## config.mk

```make
export PLATFORM = sky130hd
export DESIGN_NAME = bdm_back
export DESIGN_NICKNAME = d
export VERILOG_FILES = /design/src/sv/bdm_pkg.sv /design/src/sv/bdm_back.sv
export SDC_FILE = /design/constraint.sdc
export NUM_CORES = 1
export LEC_CHECK = 0
export BUFFER_PORTS_ARGS = -buffer_cell sky130_fd_sc_hd__buf_2
export CAP_MARGIN = 20
export CORE_MARGIN = 2
export CORE_UTILIZATION = 50
export CTS_CLUSTER_DIAMETER = 50
export DETAILED_ROUTE_END_ITERATION = 8
export PLACE_DENSITY = 0.88
export SLEW_MARGIN = 20
export SYNTH_ARGS = -nofsm -noshare
export SYNTH_HDL_FRONTEND = slang
export SYNTH_SLANG_ARGS = --single-unit
```

## constraint.sdc

```tcl
create_clock -name clk_i -period 6.35 [get_ports clk_i]
set_input_delay 0.635 -clock clk_i [delete_from_list [all_inputs] [get_ports clk_i]]
set_output_delay 0.635 -clock clk_i [all_outputs]
set_load 0.02 [all_outputs]
```

## src/sv/bdm_pkg.sv

```systemverilog
// Shared types and constants for the Bayer tile nearest-neighbor demosaic block.
// Used by the front, queue, back and top-level modules; no dependencies.
package bdm_pkg;

  localparam int unsigned SampleBits = 16;
  localparam int unsigned CoordBits  = 12;
  localparam int unsigned DimBits    = 13;
  localparam int unsigned MaxWidth   = 4096;
  localparam int unsigned MaxHeight  = 4096;
  localparam int unsigned QDepth     = 4;
  localparam int unsigned QPtrBits   = $clog2(QDepth);
  localparam int unsigned QCntBits   = $clog2(QDepth + 1);

  localparam logic [DimBits-1:0] WidthReset  = DimBits'(1920);
  localparam logic [DimBits-1:0] HeightReset = DimBits'(1080);

  typedef enum logic [1:0] {
    CFG_WIDTH   = 2'd0,
    CFG_HEIGHT  = 2'd1,
    CFG_PATTERN = 2'd2
  } bdm_cfg_e;

  typedef enum logic [1:0] {
    PAT_RGGB = 2'd0,
    PAT_BGGR = 2'd1,
    PAT_GRBG = 2'd2,
    PAT_GBRG = 2'd3
  } bdm_pattern_e;

  typedef enum logic [1:0] {
    PH_TL = 2'd0,
    PH_TR = 2'd1,
    PH_BL = 2'd2,
    PH_BR = 2'd3
  } bdm_phase_e;

  // One finished tile: coordinates of its bottom-right pixel and its colors
  typedef struct packed {
    logic [CoordBits-1:0]  x;
    logic [CoordBits-1:0]  y;
    logic [SampleBits-1:0] red;
    logic [SampleBits-1:0] green;
    logic [SampleBits-1:0] blue;
  } bdm_tile_t;

  typedef struct packed {
    logic [QCntBits-1:0] count;
    logic                empty;
  } bdm_qstat_t;

  function automatic logic [DimBits-1:0] clamp_dim(logic [DimBits-1:0] v,
                                                   logic [DimBits-1:0] hi);
    logic [DimBits-1:0] r;
    r = v;
    if (v < DimBits'(2)) r = DimBits'(2);
    else if (v > hi) r = hi;
    return r;
  endfunction

endpackage

```

## src/sv/bdm_back.sv

```systemverilog
// Back end: expands each queued tile into its four pixel results, one a cycle
// unless the output stalls, through an output register. Depends on bdm_pkg.
module bdm_back (
  input  logic                            clk_i,
  input  logic                            rst_ni,
  input  bdm_pkg::bdm_tile_t              head_i,
  input  bdm_pkg::bdm_qstat_t             qstat_i,
  output logic                            pop_o,
  output logic                            out_valid_o,
  input  logic                            out_stall_i,
  output logic [bdm_pkg::CoordBits-1:0]   pixel_x_o,
  output logic [bdm_pkg::CoordBits-1:0]   pixel_y_o,
  output logic [bdm_pkg::SampleBits-1:0]  red_o,
  output logic [bdm_pkg::SampleBits-1:0]  green_o,
  output logic [bdm_pkg::SampleBits-1:0]  blue_o,
  output logic                            tile_done_o
);

  bdm_pkg::bdm_phase_e            phase_q, phase_d;
  bdm_pkg::bdm_tile_t             tile_q;
  logic                           have_q, have_d;
  logic                           out_valid_q, out_valid_d;
  logic                           emit, load, last;
  logic [bdm_pkg::CoordBits-1:0]  x_q, y_q;
  logic [bdm_pkg::SampleBits-1:0] red_q, green_q, blue_q;
  logic                           done_q;

  always_comb begin
    emit        = have_q && (!out_valid_q || !out_stall_i);
    last        = (phase_q == bdm_pkg::PH_BR);
    phase_d     = phase_q;
    have_d      = have_q;
    out_valid_d = out_valid_q && out_stall_i;
    if (emit) begin
      out_valid_d = 1'b1;
      case (phase_q)
        bdm_pkg::PH_TL: phase_d = bdm_pkg::PH_TR;
        bdm_pkg::PH_TR: phase_d = bdm_pkg::PH_BL;
        bdm_pkg::PH_BL: phase_d = bdm_pkg::PH_BR;
        default:        have_d  = 1'b0;
      endcase
    end
    // Take the next tile when idle or as the last pixel of this one goes out
    load = !qstat_i.empty && (!have_q || (emit && last));
    if (load) begin
      have_d  = 1'b1;
      phase_d = bdm_pkg::PH_TL;
    end
  end

  assign pop_o = load;

  always_ff @(posedge clk_i or negedge rst_ni) begin
    if (!rst_ni) begin
      phase_q     <= bdm_pkg::PH_TL;
      have_q      <= 1'b0;
      out_valid_q <= 1'b0;
    end else begin
      phase_q     <= phase_d;
      have_q      <= have_d;
      out_valid_q <= out_valid_d;
    end
  end

  always_ff @(posedge clk_i) begin
    if (load) tile_q <= head_i;
    if (emit) begin
      x_q     <= phase_q[0] ? tile_q.x : tile_q.x - bdm_pkg::CoordBits'(1);
      y_q     <= phase_q[1] ? tile_q.y : tile_q.y - bdm_pkg::CoordBits'(1);
      red_q   <= tile_q.red;
      green_q <= tile_q.green;
      blue_q  <= tile_q.blue;
      done_q  <= last;
    end
  end

  assign out_valid_o = out_valid_q;
  assign pixel_x_o   = x_q;
  assign pixel_y_o   = y_q;
  assign red_o       = red_q;
  assign green_o     = green_q;
  assign blue_o      = blue_q;
  assign tile_done_o = done_q;

endmodule

```

==> impl_metrics.py <==
metrics = {
    "run_status": {
        "outcome": "complete, no violations",
    },
    "clock_network": {
        "clockBufferDepth": 2,
        "cts_resized": 0,
        "cts_tree": "built",
        "cts_num_sinks": 149,
        "cts-root-buf": "clkbuf_8",
        "htree_num_levels": 4,
        "clock_latency_ns": 0.50,
        "cts_buffers": 17,
        "clkTransAtPathRegs_ns": 0.07,
    },
    "sta": {
        "whs_ns": 0.307,
        "slew_headroom_pct": 37.1,
        "max_freq_mhz": 418,
        "setup_ws_ns": 3.96,
        "fin_setup_tns_ns": 0,
        "fin_crit_sh_pct": 37.7,
        "hold_violations": 0,
        "drv_slew": 0,
        "tightest_slew_ns": 0.944,
        "setup_violations": 0,
        "fin_skew_ns": 0.00584,
        "min_period_ns": 2.39,
        "rsz0062_at_grt": "false",
    },
    "global_routing": {
        "grt_max_degree": 74,
        "grt_first_pass_wirelength_um": 13800,
        "grtUsageTotal_pct": 17.1,
        "grt_pass1_vias": 2696,
        "gr-total-overflow": 0,
        "grt_antenna_before_repair": 1,
    },
    "placed_design": {
        "dp_hpwl_um": 6120,
        "dp.cells": 518,
        "io_buffers": 150,
        "place.gp.congestion": 0.710,
        "dp_slack_ns": 4.02,
    },
    "routing": {
        "firstDrtPassIters": 4,
        "viasPerCell": 4.83,
        "vias": 2659,
        "avgRoutedWirePerCell_um": 16.4,
        "ant_nets": 0,
        "post-route-drc-count": 0,
        "drt_iter0_drc": 138,
        "wl_um": 9030,
    },
    "worst_setup_path": {
        "crit_type": "reg2out",
        "cp_slowest_cell": "dfrtp_1",
        "critPathMaxStageDelay_ns": 0.50,
        "crit_fanout": 9,
        "reg2reg_depth": 4,
        "crit_arrival_ns": 1.76,
        "r2r_setup_slack_ns": 4.13,
        "end_kind": "output pin",
        "cp_data_required_time_ns": 5.71,
        "critPathLaunchType": "register",
        "path_cells": "ha_1 -> nand2_1 -> a21oi_4 -> buf_2",
    },
    "die": {
        "die_w_um": 104,
        "die_area_mm2": 0.0109,
        "fp.dieH_um": 104,
        "start_util_pct": 51.5,
        "row_count": 36,
        "ios": 154,
        "core-area_mm2": 0.00977,
    },
    "worst_hold_path": {
        "whs_path_depth": 1,
        "hp-class": "in2reg",
    },
    "synth": {
        "syn-num-nets": 320,
        "synth-async-reset-ratio_pct": 2.68,
        "synth_cell_types": 29,
        "synth_area_per_cell_um2": 21.4,
        "synth_area_mm2": 0.00504,
        "synthCells": 235,
        "synth-edff-count": 145,
        "yosysSeqAreaShare_pct": 88.4,
        "ys_ff_latch": 149,
        "ys_warn_count": 0,
        "synthFlopType": "edfxtp_1",
    },
    "layout": {
        "finalNonFillerCells": 551,
        "num-fill-cells": 674,
        "fin_util_pct": 66.9,
        "area_growth_syn_to_layout_pct": 29.9,
        "num-nets-final": 490,
        "drive_gt1_share_pct": 45.3,
    },
    "power_and_ir_drop": {
        "ir_drop_v": 0.000177,
        "p_leak_uw": 0.00254,
        "p_per_area_mw_per_mm2": 403,
    },
    "flow_run": {
        "max-cap-violations": 0,
    },
}
-- critical path: cells and delay by family, from the launching register on --
family	cells	cell delay, ns
buffers and inverters	1	0.21
AOI/OAI and AO/OA	1	0.16
and+or+nand+nor	1	0.12
DFF	1	0.50
adders and majority gates	1	0.26
-- routing by layer --
| layer | wire length [um] | global-route usage [%] |
|---|---|---|
| met5 | 0 | 0 |
| met4 | 216 | 7.92 |
| met1 | 3490 | 20.1 |
| met2 | 4830 | 29.4 |
| met3 | 489 | 4.70 |
-- layout by cell type (no fill, tap or decap), drive strengths merged, types with 3 or more instances in the layout --
cell    count
buf       151
edfxtp    145
clkbuf     17
inv        14
nand2      12
xor2       12
xnor2       8
nor2        7
nor3        7
ha          6
dfrtp       4
clkinv      4
o21ai       3
or4         3
or3         3
-- report_power, final --
| part | internal [uW] | switching, uW | total, uW | leakage, uW |
|---|---|---|---|---|
| clock | 530 | 394 | 924 | 0.000270 |
| sequential | 1280 | 65.0 | 1340 | 0.00141 |
| combinational | 115 | 256 | 371 | 0.000857 |
-- path summary, 6_finish.rpt --
kind	endpoint	startpoint
max in group asynchronous	out_valid_o$_DFF_PN0_	rst_ni
worst min-delay path	tile_q[23]$_DFFE_PN_	head_i[23]
worst max register to register	pixel_y_o[10]$_DFFE_PP_	tile_q[52]$_DFFE_PN_
min in group asynchronous	phase_q[1]$_DFFE_PN0P_	rst_ni
worst max-delay path	pop_o	phase_q[1]$_DFFE_PN0P_
worst min register to register	blue_o[5]$_DFFE_PP_	tile_q[5]$_DFFE_PN_
-- per-stage QoR --
| stage | power, uW | cell area [um2] |
|---|---|---|
| floorplan | 1590 | 5040 |
| global placement | 1710 | 5970 |
| detailed placement | 1740 | 5970 |
| CTS | 2660 | 6540 |
| global route | 2740 | 6540 |
| finish | 2640 | 6540 |
-- registers in the layout (all words and copies together), names as in the netlist --
name / cells
out_valid_o: 1
red_o: 16
tile_done_o: 1
phase_q: 2
have_q: 1
green_o: 16
tile_q: 72
blue_o: 16
pixel_y_o: 12
pixel_x_o: 12
-- logic make-up (layout without fill, tap and decap cells) --
logic type / Yosys count / after routing / share of synthesized area (%)
AO/OA/AOI/OAI: 11 / 11 / 1.49
XOR/XNOR: 20 / 20 / 3.63
adder cells (fa/ha/maj): 6 / 6 / 1.49
buffers and inverters: 8 / 190 / 0.596
flip-flops: 149 / 149 / 88.4
multiplexers: 1 / 1 / 0.199
other: 0 / 1 / 0
AND/OR/NAND/NOR: 40 / 40 / 4.17
-- cells in the mapped netlist (all sizes together) (2+ instances only) --
cell	count	share of area (%)
nor3	7	0.70
o21ai	3	0.30
xor2	12	2.1
xnor2	8	1.5
o311ai	2	0.35
or4	3	0.60
or3	3	0.50
nor2	7	0.52
edfxtp	145	86
inv	7	0.52
a21oi	2	0.20
nor4	2	0.25
ha	6	1.5
nand2b	2	0.25
o41ai	2	0.35
dfrtp	4	2.0
nand2	12	0.89
-- timing repair --
action                                 in CTS  in global routing
hold buffers                                1                  0
setup buffers                               0                  0
setup endpoints to repair                   0                  0
endpoints found under the hold margin       4                  0
-- layout make-up --
cell class	instances	area [um2]	share of cell area, %
diodes	1	2.50	0.0383
well taps	133	166	2.54
clock inverters	14	143	2.18
multi-input cells	78	567	8.66
repair buffers	152	768	11.7
flip-flops and latches	149	4450	68.1
inverters	7	26.3	0.402
clock buffers	17	414	6.33
No activity file was read; power rests on OpenSTA's default activity.
