--- src/sv/bdm_pkg.sv ---
// Shared types and constants for the Bayer tile nearest-neighbor demosaic block.
// Used by the front, queue, back and top-level modules; no dependencies.
package bdm_pkg;

  localparam int unsigned SampleBits = 16;
  localparam int unsigned CoordBits  = 12;
  localparam int unsigned DimBits    = 13;
  localparam int unsigned MaxWidth   = 4096;
  localparam int unsigned MaxHeight  = 4096;
  localparam int unsigned QDepth     = 4;
  localparam int unsigned QPtrBits   = $clog2(QDepth);
  localparam int unsigned QCntBits   = $clog2(QDepth + 1);

  localparam logic [DimBits-1:0] WidthReset  = DimBits'(1920);
  localparam logic [DimBits-1:0] HeightReset = DimBits'(1080);

  typedef enum logic [1:0] {
    CFG_WIDTH   = 2'd0,
    CFG_HEIGHT  = 2'd1,
    CFG_PATTERN = 2'd2
  } bdm_cfg_e;

  typedef enum logic [1:0] {
    PAT_RGGB = 2'd0,
    PAT_BGGR = 2'd1,
    PAT_GRBG = 2'd2,
    PAT_GBRG = 2'd3
  } bdm_pattern_e;

  typedef enum logic [1:0] {
    PH_TL = 2'd0,
    PH_TR = 2'd1,
    PH_BL = 2'd2,
    PH_BR = 2'd3
  } bdm_phase_e;

  // One finished tile: coordinates of its bottom-right pixel and its colors
  typedef struct packed {
    logic [CoordBits-1:0]  x;
    logic [CoordBits-1:0]  y;
    logic [SampleBits-1:0] red;
    logic [SampleBits-1:0] green;
    logic [SampleBits-1:0] blue;
  } bdm_tile_t;

  typedef struct packed {
    logic [QCntBits-1:0] count;
    logic                empty;
  } bdm_qstat_t;

  function automatic logic [DimBits-1:0] clamp_dim(logic [DimBits-1:0] v,
                                                   logic [DimBits-1:0] hi);
    logic [DimBits-1:0] r;
    r = v;
    if (v < DimBits'(2)) r = DimBits'(2);
    else if (v > hi) r = hi;
    return r;
  endfunction

endpackage

--- src/sv/bdm_queue.sv ---
// Short tile queue between front and back so each side can stall on its own.
// Depends on bdm_pkg for the tile record and depth.
module bdm_queue (
  input  logic                clk_i,
  input  logic                rst_ni,
  input  logic                push_i,
  input  bdm_pkg::bdm_tile_t  push_tile_i,
  input  logic                pop_i,
  output bdm_pkg::bdm_tile_t  head_o,
  output bdm_pkg::bdm_qstat_t stat_o
);

  bdm_pkg::bdm_tile_t             entry_q [bdm_pkg::QDepth];
  logic [bdm_pkg::QPtrBits-1:0]   wr_ptr_q, rd_ptr_q;
  logic [bdm_pkg::QCntBits-1:0]   count_q;
  logic                           do_pop;

  assign do_pop = pop_i && (count_q != '0);

  always_ff @(posedge clk_i or negedge rst_ni) begin
    if (!rst_ni) begin
      wr_ptr_q <= '0;
      rd_ptr_q <= '0;
      count_q  <= '0;
    end else begin
      if (push_i) wr_ptr_q <= wr_ptr_q + bdm_pkg::QPtrBits'(1);
      if (do_pop) rd_ptr_q <= rd_ptr_q + bdm_pkg::QPtrBits'(1);
      case ({push_i, do_pop})
        2'b10:   count_q <= count_q + bdm_pkg::QCntBits'(1);
        2'b01:   count_q <= count_q - bdm_pkg::QCntBits'(1);
        default: count_q <= count_q;
      endcase
    end
  end

  always_ff @(posedge clk_i) begin
    if (push_i) entry_q[wr_ptr_q] <= push_tile_i;
  end

  assign head_o       = entry_q[rd_ptr_q];
  assign stat_o.count = count_q;
  assign stat_o.empty = (count_q == '0);

endmodule

--- config.mk ---
export PLATFORM = sky130hd
export DESIGN_NAME = bdm_queue
export DESIGN_NICKNAME = d
export VERILOG_FILES = /design/src/sv/bdm_pkg.sv /design/src/sv/bdm_queue.sv
export SDC_FILE = /design/constraint.sdc
export NUM_CORES = 1
export LEC_CHECK = 0
export ABC_CLOCK_PERIOD_IN_PS = 4000
export BUFFER_PORTS_ARGS = -buffer_cell sky130_fd_sc_hd__buf_4
export CAP_MARGIN = 20
export CORE_MARGIN = 3
export CORE_UTILIZATION = 30
export CTS_CLUSTER_DIAMETER = 120
export DETAILED_ROUTE_END_ITERATION = 7
export HOLD_SLACK_MARGIN = 0.1
export MAX_ROUTING_LAYER = met4
export PLACE_DENSITY_LB_ADDON = 0.1
export REMOVE_ABC_BUFFERS = 1
export SLEW_MARGIN = 10
export SYNTH_ARGS = -nofsm -noshare
export SYNTH_HDL_FRONTEND = slang
export SYNTH_SLANG_ARGS = --single-unit
--- constraint.sdc ---
create_clock -name clk_i -period 4 [get_ports clk_i]
set_input_delay 1 -clock clk_i [delete_from_list [all_inputs] [get_ports clk_i]]
set_output_delay 1 -clock clk_i [all_outputs]
set_load 0.01 [all_outputs]
==> results.tsv, run 1 <==
stage	metric	value	unit
worst_setup_path	cp.required	3000	ps
worst_setup_path	worstSetupStartpointType	flip-flop	
pwr	p_seq_share	42.5	%
worst_setup_path	critPathMaxStageDelay	740	ps
pwr	p_leak	0.00463	uW
floorplanning	fp.dieW	196	um
logic_synthesis	ys_seq_area_share	81.7	%
detailed_routing	avgViaCountPerCell	4.56	
detailed_routing	drc	0	
logic_synthesis	yosysWarnings	0	
clock_tree	clk_path_buf_depth	3	
clock_tree	ctsHoldBuffers	0	
pwr	power_frac_clock	28.6	%
global_routing	overflow	0	
detailed_routing	highest_layer	met4	
placement	dp.final_hpwl	13100	um
clock_tree	cts_resized	0	
logic_synthesis	netlist_instances	412	
detailed_routing	num_vias	4879	
worst_setup_path	r2r_setup_slack	2050	ps
worst_setup_path	critPathMaxFanout	40	
global_routing	grt.total_usage	12.1	%
placement	placed_area	12500	sq um
floorplanning	initial_core_util	30.9	%
cells_and_area	final_core_util	38.9	%
clock_tree	htree_levels	2	
logic_synthesis	synth_cell_types	18	
clock_tree	clock_latency	490	ps
timing	hold_viol	0	
worst_setup_path	criticalPathCategory	reg2out	
global_routing	grt_pass1_wl	34000	um
timing	slew_viol_final	0	
cells_and_area	filler_cell_count	3147	
pwr	power.internal	7380	uW
logic_synthesis	syn_avg_cell_area	26.2	sq um
clock_tree	cts_tree	yes	
cells_and_area	final_layout_size_suffix_gt1_share	46.1	%
floorplanning	die_area	38300	sq um
detailed_routing	wl_per_cell	20.8	um
placement	portBuffers	151	
timing	clock_skew	6.60	ps
global_routing	grt_max_degree	41	
clock_tree	cts.sinks	295	
clock_tree	cts_buffers	35	
timing	max-slew-margin-rel	53.0	%
clock_tree	cts_setup_buffers	0	
global_routing	antenna_found_initial	1	
outcome	status	completed	
timing	rsz0062_at_grt	no	
cells_and_area	final_nets	674	
placement	place_ws	996	ps
worst_setup_path	regToRegStartpoint	wr_ptr_q[1]	
pwr	power.switching	2840	uW
floorplanning	die_y	196	um
detailed_routing	first_iter_violations	192	
timing	final-setup-viol-count	0	
worst_setup_path	critPathSlowestCell	dfrtp_4	
global_routing	first_global_vias	5589	
detailed_routing	met2_length	11100	um
detailed_routing	met3_length	1280	um
worst_setup_path	rr_worst_depth	4	
clock_tree	cts_root_buffer	clkbuf_16	
logic_synthesis	netlist_area	10800	sq um
cells_and_area	area_growth_syn_to_layout	26.0	%
pwr	pwr_density_cell	751	nW/um^2
pwr	irDropWorstVdd	0.435	mV
detailed_routing	wirelength	22200	um
worst_setup_path	crit_arrival	2420	ps
timing	period_share	85.5	%
cells_and_area	final_area	13600	sq um
pwr	switching_share	27.8	%
timing	min_period	3420	ps
detailed_routing	drtAntennaViolNets	0	
floorplanning	rows	68	
min_path	hold_class	in2async	
timing	fmax	0.293	GHz
timing	worstMarginPinSlew	706	ps
logic_synthesis	ys_seq_elements	295	
pwr	p_comb_share	29.0	%
floorplanning	coreArea	35000	sq um
worst_setup_path	worstPathCellList	buf_12 > mux4_2 > buf_4	
flow_run	max_cap_viol_count	0	
clock_tree	clk_pin_slew	60	ps
worst_setup_path	crit_path_end_kind	output port	
detailed_routing	wl_met1	9400	um
worst_setup_path	r2r-end	entry_q[1][18]	
detailed_routing	drt_pass1_iterations	4	
timing	setup_slack	582	ps
placement	place_congestion	0.681	
floorplanning	ioPinCount	152	
synth_stat cells (all sizes together):
master / n / area share [%]
buf: 16 / 1.2
mux2i: 1 / 0.093
nand2: 2 / 0.070
o31a: 1 / 0.081
o21ai: 1 / 0.046
ha: 5 / 0.58
xor2: 4 / 0.32
fa: 1 / 0.19
nor2: 1 / 0.035
nor3: 1 / 0.046
mux4: 72 / 15
inv: 6 / 0.21
edfxtp: 288 / 80
xnor2: 2 / 0.16
dfrtp: 7 / 1.6
and2: 4 / 0.23
how the worst max path moves through the flow:
stage / endpoint / from / cells after the start / slack, ps
floorplan: head_o[0] / rd_ptr_q[0] / 1 / -580
global placement: head_o[9] / rd_ptr_q[0] / 3 / 1000
detailed placement: head_o[9] / rd_ptr_q[0] / 3 / 1000
CTS: head_o[9] / rd_ptr_q[0] / 3 / 450
global route: head_o[9] / rd_ptr_q[0] / 3 / 380
finish: head_o[9] / rd_ptr_q[0] / 3 / 580
flip-flops by register name, indices dropped and copies added, names as in the netlist:
name and cells:
count_q 3, wr_ptr_q 2, rd_ptr_q 2, entry_q 288
layout by cell type (no fill, tap or decap):
cell type / n
nor2_1: 1
inv_1: 6
and2_4: 4
o21ai_0: 1
buf_4: 153
xnor2_1: 2
inv_6: 1
clkbuf_1: 3
mux4_2: 72
clkinvlp_4: 1
dfrtp_1: 5
xor2_1: 4
ha_1: 5
clkbuf_16: 37
o31a_1: 1
diode_2: 1
clkinv_1: 10
buf_12: 6
fa_1: 1
mux2i_1: 1
edfxtp_1: 288
bufinv_16: 2
nor3_1: 1
nand2_1: 2
clkinv_2: 5
dfrtp_4: 2
critical path: cells and delay by family, from the launching register on:
| family | cells | cell delay, ps |
|---|---|---|
| buffers and inverters | 2 | 560 |
| DFF | 1 | 740 |
| muxes | 1 | 590 |
kinds of logic after synthesis:
logic type,synth area share (%)
AO/OA/AOI/OAI,0.127
buffers and inverters,1.38
AND/OR/NAND/NOR,0.382
flip-flops,81.7
multiplexers,15.1
XOR/XNOR,0.487
adder cells (fa/ha/maj),0.765
layout make-up:
cell class	count	area (sq um)	area share, %
diodes	1	2.50	0.0184
multi-input cells	95	1830	13.5
well taps	455	569	4.19
flip-flops and latches	295	8830	64.9
inverters	6	22.5	0.166
repair buffers	159	1270	9.33
clock inverters	19	139	1.02
clock buffers	40	937	6.89
through the flow:
stage,cells,setup TNS (ps),hold WS (ps),total power (uW)
3_5_place_dp,1010,0,513,7510
5_1_grt,1070,0,294,10800
4_1_cts,1069,0,294,10500
2_1_floorplan,396,-41970,491,6030
6_report,1070,0,316,10200
3_3_place_gp,1010,0,508,7460
power by group through the flow:
stage          combinational [uW]  clock, uW  sequential, uW
6_report                     2960       2920            4340
3_5_place_dp                 3080          0            4430
3_3_place_gp                 3070          0            4390
2_1_floorplan                1530          0            4500
5_1_grt                      3220       3170            4410
4_1_cts                      3090       3040            4360
metal layers:
metal	vias to the layer above	GRT usage [%]
li1	2126	-
met1	2594	15.1
met2	124	19.5
met3	35	3.28
met4	0	3.43
met5	-	-
(Power assumes the default switching activity.)
==> inputs of run 2 (changes only) <==
- CORE_UTILIZATION: 30 -> 42
==> results.tsv, run 2 (synthesized netlist as in run 1, its figures left out) <==
stage	metric	value	unit	change
placement	place_ws	1100	ps	+108 ps
global_routing	antenna_found_initial	1		unchanged
clock_tree	cts_root_buffer	clkbuf_16		
timing	final-setup-viol-count	0		unchanged
worst_setup_path	worstSetupStartpointType	flip-flop		
worst_setup_path	worstPathCellList	buf_12 > mux4_2 > buf_4		
clock_tree	htree_levels	1		-1
min_path	hold_class	in2async		
pwr	switching_share	27.5	%	-0.31 points
timing	rsz0062_at_grt	no		
worst_setup_path	r2r_setup_slack	2100	ps	+50 ps
floorplanning	fp.dieW	166	um	-15%
timing	worstMarginPinSlew	578	ps	-127 ps
floorplanning	rows	58		-15%
pwr	p_comb_share	29.5	%	+0.5 points
timing	hold_viol	0		unchanged
timing	holdWs	263	ps	-53.6 ps
floorplanning	initial_core_util	42.7	%	+12 points
detailed_routing	wl_per_cell	21.5	um	+3.4%
timing	fmax	0.297	GHz	+1.5%
outcome	status	completed		
cells_and_area	largest_register_ffs	288		unchanged
worst_setup_path	cpLargestDelayFamily	flip-flops		
cells_and_area	mostFrequentLayoutCells	edfxtp_1 (288), buf_4 (152), mux4_2 (72)		
timing	max-slew-margin-rel	61.4	%	+8.5 points
worst_setup_path	critPathMaxFanout	27		-33%
cells_and_area	final_nets	670		-0.59%
worst_setup_path	crit_arrival	2370	ps	-50 ps
clock_tree	cts_setup_buffers	0		unchanged
worst_setup_path	cp.required	3000	ps	about the same
cells_and_area	regMostFlops	entry_q		
timing	setup_slack	631	ps	+49.7 ps
clock_tree	cts.sinks	295		unchanged
global_routing	grt_pass1_wl	30800	um	-9.3%
placement	place_congestion	0.695		+2.0%
pwr	pwr_density_cell	744	nW/um^2	-0.92%
timing	min_period	3370	ps	-49.7 ps
detailed_routing	wirelength	20300	um	-8.7%
cells_and_area	final_common_cell	edfxtp_1		
pwr	p_seq_share	43.4	%	+0.9 points
detailed_routing	drtAntennaViolNets	0		unchanged
clock_tree	cts_buffers	31		-11%
detailed_routing	drc	0		unchanged
global_routing	first_global_vias	5214		-6.7%
worst_setup_path	crit_path_end_kind	output port		
worst_setup_path	regToRegStartpoint	wr_ptr_q[0]		
pwr	power_frac_clock	27.1	%	-1.5 points
pwr	irDropWorstVdd	0.370	mV	-15%
cells_and_area	reg_top3	entry_q: 288 flops, count_q: 3 flops		
floorplanning	ioPinCount	152		unchanged
floorplanning	die_area	27700	sq um	-28%
detailed_routing	drt_pass1_iterations	6		+2
cells_and_area	area_growth_syn_to_layout	23.7	%	
clock_tree	clk_pin_slew	60	ps	about the same
placement	portBuffers	151		unchanged
clock_tree	clock_latency	540	ps	+50 ps
pwr	p_leak	0.00458	uW	-1.1%
floorplanning	die_y	166	um	-15%
flow_run	max_cap_viol_count	0		unchanged
detailed_routing	avgViaCountPerCell	5.04		+11%
timing	finalSetupTns	0	ps	unchanged
worst_setup_path	critPathMaxStageDelay	800	ps	+60 ps
worst_setup_path	critPathSlowestCell	dfrtp_4		
worst_setup_path	rr_worst_depth	4		unchanged
global_routing	grt_max_degree	51		+24%
pwr	power.switching	2730	uW	-3.8%
clock_tree	cts_resized	0		unchanged
detailed_routing	first_iter_violations	337		+76%
clock_tree	clk_path_buf_depth	3		unchanged
pwr	p_total	9940	uW	-2.8%
cells_and_area	final_layout_size_suffix_gt1_share	45.2	%	-0.90 points
timing	clock_skew	7.25	ps	+0.651 ps
clock_tree	cts_tree	yes		
placement	dp.final_hpwl	11800	um	-9.5%
worst_setup_path	crit_buf_inv	2		unchanged
pwr	power.internal	7200	uW	-2.3%
worst_setup_path	r2r-end	entry_q[0][42]		
global_routing	overflow	0		unchanged
global_routing	grt.total_usage	15.0	%	+2.9 points
clock_tree	ctsHoldBuffers	0		unchanged
floorplanning	coreArea	25300	sq um	-28%
worst_setup_path	criticalPathCategory	reg2out		
timing	period_share	84.2	%	-1.2 points
detailed_routing	num_vias	4759		-2.5%
timing	slew_viol_final	0		unchanged
## run 2: metrics by stage
step                utilization [%]  instance area, sq um  cells
finish                         52.9                 13300    944
global route                   52.9                 13300    944
floorplan                         -                 10700    396
detailed placement             49.0                 12400    885
global placement               49.0                 12400    885
CTS                            52.8                 13300    943
## run 2: worst max path at each step
stage / start / end / depth (start not counted)
3_5_place_dp: rd_ptr_q[0] / head_o[71] / 3
4_1_cts: rd_ptr_q[0] / head_o[71] / 3
3_3_place_gp: rd_ptr_q[0] / head_o[71] / 3
2_1_floorplan: rd_ptr_q[0] / head_o[0] / 1
5_1_grt: rd_ptr_q[0] / head_o[71] / 3
6_report: rd_ptr_q[0] / head_o[0] / 3
## run 2: worst register-to-register path, stage by stage (launching register included)
cell and delay, ps:
dfrtp_1 420, inv_1 100, ha_1 150, and2_4 510, buf_12 380
## run 2: final cells by class
| type | count | area (sq um) |
|---|---|---|
| tap | 330 | 413 |
| inverter | 6 | 22.5 |
| antenna | 1 | 2.50 |
| clock buffer | 40 | 810 |
| fill | 1979 | 11900 |
| timing repair buffer | 159 | 1280 |
| clock inverter | 18 | 158 |
| sequential | 295 | 8830 |
| multi-input combinational | 95 | 1830 |
## run 2: routing by layer
| metal | GRT usage, % | share of wire, % | up-vias |
|---|---|---|---|
| met5 | - | 0 | - |
| met4 | 3.30 | 1.5 | 0 |
| met3 | 3.74 | 6.0 | 29 |
| met2 | 25.4 | 51 | 123 |
| met1 | 18.5 | 42 | 2488 |
| li1 | - | - | 2119 |
## run 2: power by group through the flow
stage | clock network (uW) | registers (uW) | logic, uW
finish | 2690 | 4310 | 2930
global route | 2920 | 4380 | 3170
CTS | 2780 | 4340 | 3040
detailed placement | 0 | 4400 | 3030
global placement | 0 | 4370 | 3020
floorplan | 0 | 4500 | 1530
==> inputs of run 3 (changes only) <==
- ABC_CLOCK_PERIOD_IN_PS: 4000 -> 3400
- clock period: 4 -> 3.4 ns (I/O delays scaled with it)
==> results.tsv, run 3 (synthesized netlist as in run 1, its figures left out) <==
stage	metric	value	unit	change
outcome	status	completed		
timing	rsz0062_at_grt	no		
placement	place_congestion	0.721		+3.7%
floorplanning	die_area	27700	sq um	unchanged
timing	slew_viol_final	0		unchanged
worst_setup_path	critPathMaxFanout	29		+7.4%
worst_setup_path	rr_worst_depth	4		unchanged
cells_and_area	final_nets	678		+1.2%
worst_setup_path	critPathCapture	head_o[16]		
cells_and_area	final_common_cell	edfxtp_1		
cells_and_area	final_core_util	53.0	%	+0.18 points
cells_and_area	mostFrequentLayoutCells	edfxtp_1 (288), buf_4 (160), mux4_2 (72)		
clock_tree	clk_pin_slew	60	ps	about the same
floorplanning	initial_core_util	42.7	%	unchanged
detailed_routing	drc	0		unchanged
global_routing	grt.total_usage	15.2	%	+0.23 points
worst_setup_path	crit_arrival	2170	ps	-200 ps
worst_setup_path	r2r_setup_slack	1540	ps	-560 ps
clock_tree	cts_tree	yes		
cells_and_area	fin_cells	949		+0.53%
timing	final-setup-viol-count	0		unchanged
global_routing	first_global_vias	5211		-0.058%
clock_tree	clock_latency	540	ps	about the same
clock_tree	htree_levels	1		unchanged
worst_setup_path	crit_start	rd_ptr_q[0]		
placement	placed_area	12400	sq um	+0.48%
cells_and_area	final_area	13400	sq um	+0.34%
pwr	p_leak	0.00461	uW	+0.61%
floorplanning	coreArea	25300	sq um	unchanged
detailed_routing	drtAntennaViolNets	0		unchanged
pwr	p_seq_share	42.8	%	-0.6 points
detailed_routing	wl_per_cell	21.6	um	+0.78%
clock_tree	cts_root_buffer	clkbuf_16		
pwr	power.switching	3210	uW	+18%
timing	clock_skew	16.7	ps	+9.42 ps
global_routing	overflow	0		unchanged
pwr	pwr_density_cell	875	nW/um^2	+18%
detailed_routing	drt_pass1_iterations	4		-2
detailed_routing	avgViaCountPerCell	5.08		+0.85%
timing	max-slew-margin-rel	60.5	%	-0.94 points
timing	hold_viol	0		unchanged
global_routing	grt_max_degree	37		-27%
clock_tree	cts_setup_buffers	0		unchanged
pwr	p_comb_share	30.6	%	+1.1 points
placement	portBuffers	151		unchanged
clock_tree	cts.sinks	295		unchanged
cells_and_area	largest_register_ffs	288		unchanged
cells_and_area	final_layout_size_suffix_gt1_share	45.3	%	+0.12 points
timing	period_share	88.9	%	
placement	dp.final_hpwl	12500	um	+5.6%
floorplanning	ioPinCount	152		unchanged
timing	fmax	0.331	GHz	
detailed_routing	num_vias	4825		+1.4%
floorplanning	rows	58		unchanged
worst_setup_path	regToRegStartpoint	wr_ptr_q[0]		
cells_and_area	regMostFlops	entry_q		
pwr	switching_share	27.4	%	-0.092 points
detailed_routing	first_iter_violations	266		-21%
worst_setup_path	crit_path_end_kind	output port		
floorplanning	die_y	166	um	unchanged
pwr	power_frac_clock	26.6	%	-0.5 points
flow_run	max_cap_viol_count	0		unchanged
detailed_routing	wirelength	20500	um	+1.3%
global_routing	grt_pass1_wl	31500	um	+2.1%
placement	place_ws	911	ps	-193 ps
clock_tree	cts_buffers	30		-3.2%
placement	dp.cells	893		+0.90%
timing	worstMarginPinSlew	593	ps	+14.2 ps
cells_and_area	area_growth_syn_to_layout	24.1	%	
global_routing	antenna_found_initial	1		unchanged
min_path	hold_class	in2reg		
cells_and_area	reg_top3	entry_q: 288 flops, count_q: 3 flops		
clock_tree	clk_path_buf_depth	3		unchanged
pwr	power.internal	8510	uW	+18%
worst_setup_path	r2r-end	entry_q[2][9]		
worst_setup_path	criticalPathCategory	reg2out		
timing	min_period	3020	ps	
floorplanning	fp.dieW	166	um	unchanged
pwr	p_total	11700	uW	+18%
pwr	irDropWorstVdd	0.506	mV	+37%
worst_setup_path	worstSetupStartpointType	flip-flop		
worst_setup_path	cp.required	2550	ps	-450 ps
timing	setup_slack	378	ps	-253 ps
## run 3: metal layers
layer	part of all wire, %	global-route usage (%)	vias up
met5	0	-	-
met4	2.3	3.80	0
met3	5.7	3.71	29
met2	50	24.6	124
met1	42	19.8	2539
li1	-	-	2133
## run 3: worst min path at each step
stage                endpoint             from  slack [ps]  cells past startpoint
5_1_grt        entry_q[1][43]  push_tile_i[43]         480                      1
6_report       entry_q[0][23]  push_tile_i[23]         510                      1
3_5_place_dp       count_q[2]       count_q[2]         510                      1
2_1_floorplan     wr_ptr_q[0]      wr_ptr_q[0]         490                      1
3_3_place_gp       count_q[2]       count_q[2]         500                      1
4_1_cts        entry_q[0][23]  push_tile_i[23]         480                      1
## run 3: power by group through the flow
stage	sequential (uW)	clock [uW]	combinational (uW)
2_1_floorplan	5290	0	1800
3_3_place_gp	5050	0	3680
3_5_place_dp	5100	0	3690
4_1_cts	5020	3220	3710
5_1_grt	5080	3370	3860
6_report	5010	3120	3590
## run 3: critical path, cell delays in order (launching register included)
cell and delay (ps):
dfrtp_4 570, buf_12 300, mux4_2 580, buf_4 170
## run 3: what timing repair did
item	in CTS	in global routing
setup endpoints to repair	0	0
hold buffers	1	0
resized for setup	0	0
hold endpoints to repair	7	0
## run 3: stage by stage
step	setup TNS (ps)	hold slack [ps]
4_1_cts	0	479
3_5_place_dp	0	514
3_3_place_gp	0	500
5_1_grt	0	485
6_report	0	506
2_1_floorplan	-74400	491
## run 3: final cells by class
type	instances	area, sq um
well taps	330	413
clock buffers	41	813
multi-input cells	95	1830
repair buffers	168	1350
flip-flops and latches	295	8830
clock inverters	13	129
inverters	6	22.5
diodes	1	2.50
fillers	2009	11900
